`src/hdl/seq_pkg.sv`:
```
// shared types and codes for the sorted event queue
package seq_pkg;

    typedef enum logic [1:0] {
        OP_INSERT = 2'd0,
        OP_POP    = 2'd1,
        OP_APPEND = 2'd2,
        OP_NOP    = 2'd3
    } t_op;

    typedef enum logic [1:0] {
        ST_OK    = 2'd0,
        ST_FULL  = 2'd1,
        ST_EMPTY = 2'd2
    } t_status;

    typedef struct packed {
        logic [15:0] process_id;
        logic [31:0] arrival_time;
        logic [31:0] cpu_time;
    } t_rec;

    // command broadcast to every cell of the chain
    typedef struct packed {
        logic push;
        logic sorted;
        logic pop;
        t_rec rec;
    } t_cmd;

endpackage

```
`src/hdl/seq_cell.sv`:
```
// one slot of the queue chain with its key compare and shift select
module seq_cell #(
    parameter int IDX = 0,
    parameter int CW  = 5
) (
    input  logic               i_clk,
    input  seq_pkg::t_cmd      i_cmd,
    input  logic [CW-1:0]      i_count,
    input  logic               i_found,
    input  seq_pkg::t_rec      i_left,
    input  seq_pkg::t_rec      i_right,
    output logic               o_found,
    output seq_pkg::t_rec      o_rec
);

    seq_pkg::t_rec r_rec;
    seq_pkg::t_rec n_rec;
    logic          occ;
    logic          at_tail;
    logic          le;

    assign occ     = (32'(i_count) > 32'(IDX));
    assign at_tail = (32'(i_count) == 32'(IDX));
    assign le      = i_cmd.sorted && occ
                     && (i_cmd.rec.arrival_time <= r_rec.arrival_time);
    assign o_found = i_found | le;
    assign o_rec   = r_rec;

    always_comb begin
        n_rec = r_rec;
        if (i_cmd.push) begin
            if (i_found) begin
                n_rec = i_left;
            end else if (le || at_tail) begin
                n_rec = i_cmd.rec;
            end
        end else if (i_cmd.pop) begin
            n_rec = i_right;
        end
    end

    always_ff @(posedge i_clk) begin
        r_rec <= n_rec;
    end

endmodule

```
`src/hdl/sorted_event_queue.sv`:
```
// top level of the sorted event queue
//
// one operation per transfer: start with busy low takes i_op and the record
// fields. op insert places the record ahead of the first stored entry whose
// arrival time is greater or equal, append places it at the tail, pop
// returns the head entry.
// the result is shown on the o_ ports for exactly one cycle with o_done
// high, in the cycle after the transfer; the receiver cannot stall it.
// busy stays low, so a new operation may be started in every cycle:
// throughput 1 operation per cycle. all slot cells compare their keys
// against the new arrival time in the same cycle and a found flag ripples
// through the chain to pick the insert point.
// insert or append on a full queue answers status full, pop on an empty
// queue answers status empty with zero record fields.
// o_fill_count gives the entry count after the operation, low 5 bits.
// synchronous reset empties the queue and clears o_done; slot contents are
// not cleared and are never shown before being written.
module sorted_event_queue #(
    parameter int QUEUE_DEPTH = 16
) (
    input  logic        i_clk,
    input  logic        i_rst_n,
    input  logic        start,
    output logic        busy,
    input  logic [1:0]  i_op,
    input  logic [15:0] i_process_id,
    input  logic [31:0] i_arrival_time,
    input  logic [31:0] i_cpu_time,
    output logic        o_done,
    output logic [1:0]  o_status,
    output logic        o_out_valid,
    output logic [15:0] o_out_process_id,
    output logic [31:0] o_out_arrival_time,
    output logic [31:0] o_out_cpu_time,
    output logic [4:0]  o_fill_count
);

    localparam int CW = $clog2(QUEUE_DEPTH + 1);

    logic               accept;
    logic               full;
    logic               empty;
    seq_pkg::t_op       op;
    seq_pkg::t_cmd      cmd;
    seq_pkg::t_rec      w_rec [QUEUE_DEPTH];
    logic [QUEUE_DEPTH-1:0] w_found;

    logic               r_done;
    logic [CW-1:0]      r_count;
    logic [CW-1:0]      n_count;
    seq_pkg::t_status   r_status;
    seq_pkg::t_status   n_status;
    logic               r_valid;
    logic               n_valid;
    seq_pkg::t_rec      r_out;
    seq_pkg::t_rec      n_out;
    logic [31:0]        cnt_ext;

    assign busy   = 1'b0;
    assign accept = start && !busy;
    assign op     = seq_pkg::t_op'(i_op);
    assign full   = (r_count == CW'(QUEUE_DEPTH));
    assign empty  = (r_count == '0);

    always_comb begin
        cmd.rec.process_id   = i_process_id;
        cmd.rec.arrival_time = i_arrival_time;
        cmd.rec.cpu_time     = i_cpu_time;
        cmd.sorted = accept && (op == seq_pkg::OP_INSERT) && !full;
        cmd.push   = accept && (op == seq_pkg::OP_INSERT || op == seq_pkg::OP_APPEND)
                     && !full;
        cmd.pop    = accept && (op == seq_pkg::OP_POP) && !empty;
    end

    for (genvar g = 0; g < QUEUE_DEPTH; g++) begin : g_cell
        seq_cell #(
            .IDX (g),
            .CW  (CW)
        ) u_cell (
            .i_clk   (i_clk),
            .i_cmd   (cmd),
            .i_count (r_count),
            .i_found ((g == 0) ? 1'b0 : w_found[(g == 0) ? 0 : g - 1]),
            .i_left  (w_rec[(g == 0) ? 0 : g - 1]),
            .i_right (w_rec[(g == QUEUE_DEPTH - 1) ? g : g + 1]),
            .o_found (w_found[g]),
            .o_rec   (w_rec[g])
        );
    end

    always_comb begin
        n_count  = r_count;
        n_status = seq_pkg::ST_OK;
        n_valid  = 1'b0;
        n_out    = '0;
        case (op)
            seq_pkg::OP_INSERT, seq_pkg::OP_APPEND: begin
                if (full) begin
                    n_status = seq_pkg::ST_FULL;
                end else begin
                    n_count = r_count + CW'(1);
                end
            end
            seq_pkg::OP_POP: begin
                if (empty) begin
                    n_status = seq_pkg::ST_EMPTY;
                end else begin
                    n_valid = 1'b1;
                    n_out   = w_rec[0];
                    n_count = r_count - CW'(1);
                end
            end
            default: begin
                n_count = r_count;
            end
        endcase
    end

    always_ff @(posedge i_clk) begin
        if (!i_rst_n) begin
            r_done  <= 1'b0;
            r_count <= '0;
        end else begin
            r_done <= accept;
            if (accept) begin
                r_count <= n_count;
            end
        end
    end

    always_ff @(posedge i_clk) begin
        if (accept) begin
            r_status <= n_status;
            r_valid  <= n_valid;
            r_out    <= n_out;
        end
    end

    assign cnt_ext            = 32'(r_count);
    assign o_done             = r_done;
    assign o_status           = r_status;
    assign o_out_valid        = r_valid;
    assign o_out_process_id   = r_out.process_id;
    assign o_out_arrival_time = r_out.arrival_time;
    assign o_out_cpu_time     = r_out.cpu_time;
    assign o_fill_count       = cnt_ext[4:0];

endmodule

```
`config.mk`:
```
export PLATFORM = sky130hd
export DESIGN_NAME = sorted_event_queue
export DESIGN_NICKNAME = d
export VERILOG_FILES = /design/src/hdl/seq_pkg.sv /design/src/hdl/seq_cell.sv /design/src/hdl/sorted_event_queue.sv
export SDC_FILE = /design/constraint.sdc
export NUM_CORES = 2
export LEC_CHECK = 0
export BUFFER_PORTS_ARGS = -buffer_cell sky130_fd_sc_hd__buf_4
export CAP_MARGIN = 0
export CORE_ASPECT_RATIO = 1.25
export CORE_MARGIN = 4
export CORE_UTILIZATION = 50
export CTS_BUF_LIST = sky130_fd_sc_hd__clkbuf_8 sky130_fd_sc_hd__clkbuf_16
export DETAILED_ROUTE_END_ITERATION = 8
export PLACE_DENSITY = 0.64
export SKIP_LAST_GASP = 1
export SLEW_MARGIN = 25
export SYNTH_ARGS = -nofsm -noshare
export SYNTH_HDL_FRONTEND = slang
export SYNTH_SLANG_ARGS = --single-unit
export TNS_END_PERCENT = 20
```
`constraint.sdc`:
```
create_clock -name i_clk -period 9.95 [get_ports i_clk]
set_input_delay 1.4925 -clock i_clk [delete_from_list [all_inputs] [get_ports i_clk]]
set_output_delay 1.4925 -clock i_clk [all_outputs]
set_load 0.02 [all_outputs]
```
==> results.yml <==
status:
  status: "complete, no violations"
floorplan:
  die_w_um: 360
  boundaryPins: 175
  coreArea_mm2: 0.154
  start_util: 0.503
  rows: 161
  die_height_um: 448
  dieArea_mm2: 0.161
clock_tree:
  clockBufferDepth: 3
  cts_setup_buffers: 0
  cts_made_buffers: 147
  cts_resized: 0
  cts.sinks: 1369
  insertion_delay_ns: 0.82
  cts_tree: "built"
  cts-root-buf: "clkbuf_16"
  clk_pin_slew_worst_paths_ns: 0.06
  h-tree-depth: 4
  ctsHoldBuffers: 0
synth:
  synthTopCellsByCount: "1363 x edfxtp_1, 870 x nand2_1, 715 x o21ai_0"
  netlist.area_leader.share: 0.529
  syn-num-nets: 7641
  syn_inst: 7039
  synth_area_leaders: "edfxtp_1 53%, ha_1 8.4%, mux2i_1 5.4%, a221o_1 5.1%, o21ai_0 4.6%"
  yosysUniqueCellTypes: 81
  yosysTopAreaCell: "edfxtp_1"
  synth_edf_count: 1363
  yosysSeqAreaShare: 0.531
  syn_area_mm2: 0.0774
  yosys_warnings: 0
  ys_dominant_reg_cell: "edfxtp_1"
  syn_area_per_cell_um2: 11.0
  async_flop_share: 0
  synth_seq_cells: 1369
  synth.most_common_cell: "edfxtp_1"
worst_setup_path:
  rr_startpoint: "g_cell[0].u_cell.o_rec[43]"
  rr_worst_depth: 14
  cp-startpoint: "i_arrival_time[15]"
  path_max_fanout: 95
  cp-start-kind: "input pin"
  required_ns: 10.45
  arrival_ns: 7.50
  crit_type: "in -> reg"
  timing.reg2reg.setup_slack_ns: 3.47
  reg2reg_to: "g_cell[5].u_cell.o_rec[36]"
  cp-end-kind: "register"
power_and_ir_drop:
  power.share.clock: 0.331
  pwr-share-seq: 0.444
  p_sw_uw: 5360
  p_int_uw: 11700
  irDropWorstVdd_uv: 224
  p_leak_uw: 0.0334
  switching_share: 0.314
  p_comb_frac: 0.225
  power_density_mw_per_mm2: 200
placement:
  dp_hpwl_mm: 162
  gp_congestion: 0.968
  pre_cts_ws_ns: 2.29
  place_inst: 8801
  io_buffers: 173
detailed_routing:
  ant_nets: 0
  firstDrtPassIters: 6
  drt_iter0_drc: 7129
  vias: 59395
  avgViaCountPerCell: 6.54
  drcViolationCount: 0
  wl_per_cell_um: 28.9
  wl_mm: 263
sta:
  fmax_mhz: 143
  clock_skew_ns: 0.0440
  rsz0062_at_grt: "false"
  period_needed_ns: 7.00
  fin_crit_sh: 0.704
  setup_slack_ns: 2.95
  finalSetupViolations: 0
  final.setup.tns_ns: 0
  tightest_slew_ns: 1.14
  drv_slew: 0
  hold_violations: 0
  max_slew_margin: 0.242
final_layout:
  finish.net_count: 7516
  final_cells: 9076
  drive_gt1_frac: 0.0862
  fill_cells: 13361
  syn_to_final_growth_pct: 9.98
min_path:
  hold_start: "g_cell[15].u_cell.o_rec[74]"
  min_delay_path_depth: 1
  min_path_type: "reg -> reg"
  holdPathEnd: "g_cell[14].u_cell.o_rec[74]"
global_routing:
  grt_pass1_wl_mm: 386
  grt-ovfl-total: 0
  antenna_found_initial: 6
  grt_max_degree: 274
  track_usage: 0.318
  grt_pass1_vias: 58333
run:
  timing.max_cap.violations: 0
==> critical path: stages <==
cell and delay, ns:
buf_4 0.23, ha_1 0.37, nand4_1 0.32, nor4_1 1.05, and3_1 0.58, a31oi_2 0.24, o22ai_4 0.31, nor3_2 0.10
buf_12 0.30, nand2_4 0.14, buf_4 0.85, buf_4 0.98, mux2i_1 0.29, o21ai_0 0.10
==> power by group through the flow <==
stage	Sequential (uW)	Clock (uW)	Combinational, uW
finish	7580	5640	3840
global route	7630	5950	4120
CTS	7570	5720	3780
detailed placement	7680	0	3770
global placement	7680	0	3680
floorplan	7630	0	2430
==> registers in the layout (all words and copies together), names as in the netlist <==
signal               cells
o_out_cpu_time          32
o_status                 2
o_out_process_id        16
o_out_valid              1
o_fill_count             5
o_done                   1
g_cell.u_cell.o_rec   1280
o_out_arrival_time      32
==> how the worst max path moves through the flow <==
| stage | endpoint | slack [ns] | cells after the start |
|---|---|---|---|
| 2_1_floorplan | g_cell[11].u_cell.o_rec[0] | 0.91 | 15 |
| 3_3_place_gp | g_cell[13].u_cell.o_rec[66] | 1.88 | 15 |
| 3_5_place_dp | g_cell[5].u_cell.o_rec[36] | 2.29 | 14 |
| 4_1_cts | g_cell[5].u_cell.o_rec[36] | 3.16 | 14 |
| 5_1_grt | g_cell[5].u_cell.o_rec[36] | 2.81 | 13 |
| 6_report | g_cell[5].u_cell.o_rec[36] | 2.95 | 14 |
==> metrics by stage <==
step	area (um2)	total power, uW	utilization	hold slack (ns)
2_1_floorplan	77400	10100	-	0.518
3_3_place_gp	80200	11400	0.521	0.525
3_5_place_dp	80200	11400	0.521	0.531
4_1_cts	85000	17100	0.553	0.536
5_1_grt	85100	17700	0.553	0.552
6_report	85100	17100	0.553	0.534
==> area by class of cell <==
type / count / area [um2] / share of cell area
clock buffer: 155 / 3870 / 0.0454
sequential: 1369 / 41000 / 0.482
multi-input combinational: 4603 / 32400 / 0.381
antenna: 6 / 15.0 / 0.000176
tap: 2037 / 2550 / 0.0299
clock inverter: 113 / 962 / 0.0113
inverter: 526 / 1970 / 0.0232
timing repair buffer: 267 / 2300 / 0.0270
==> layer usage <==
layer,GRT usage,wire [um],vias to the layer above
li1,-,-,26392
met1,0.412,104000,29517
met2,0.516,122000,2889
met3,0.0565,21700,593
met4,0.157,14900,4
met5,0,25,-
==> layout by cell type (no fill, tap or decap), types with 108 or more instances in the layout <==
cell / n
mux2i_1: 417
a221o_1: 393
nand4_1: 108
buf_4: 242
o221ai_1: 255
ha_1: 517
nor3_1: 215
nand2_1: 869
nor2_1: 327
inv_1: 551
clkbuf_16: 154
o21ai_0: 715
edfxtp_1: 1363
a21oi_1: 229
==> cell families (layout without fill, tap and decap cells) <==
group / after synthesis / after routing / synth area share
AO/OA/AOI/OAI: 1809 / 1809 / 0.163
XOR/XNOR: 3 / 3 / 0.000340
adder cells (fa/ha/maj): 517 / 517 / 0.0836
buffers and inverters: 1067 / 1061 / 0.0554
flip-flops: 1369 / 1369 / 0.531
multiplexers: 498 / 498 / 0.0657
other: 1 / 7 / 0.0000485
AND/OR/NAND/NOR: 1775 / 1775 / 0.101
No activity file was read; power rests on OpenSTA's default activity.
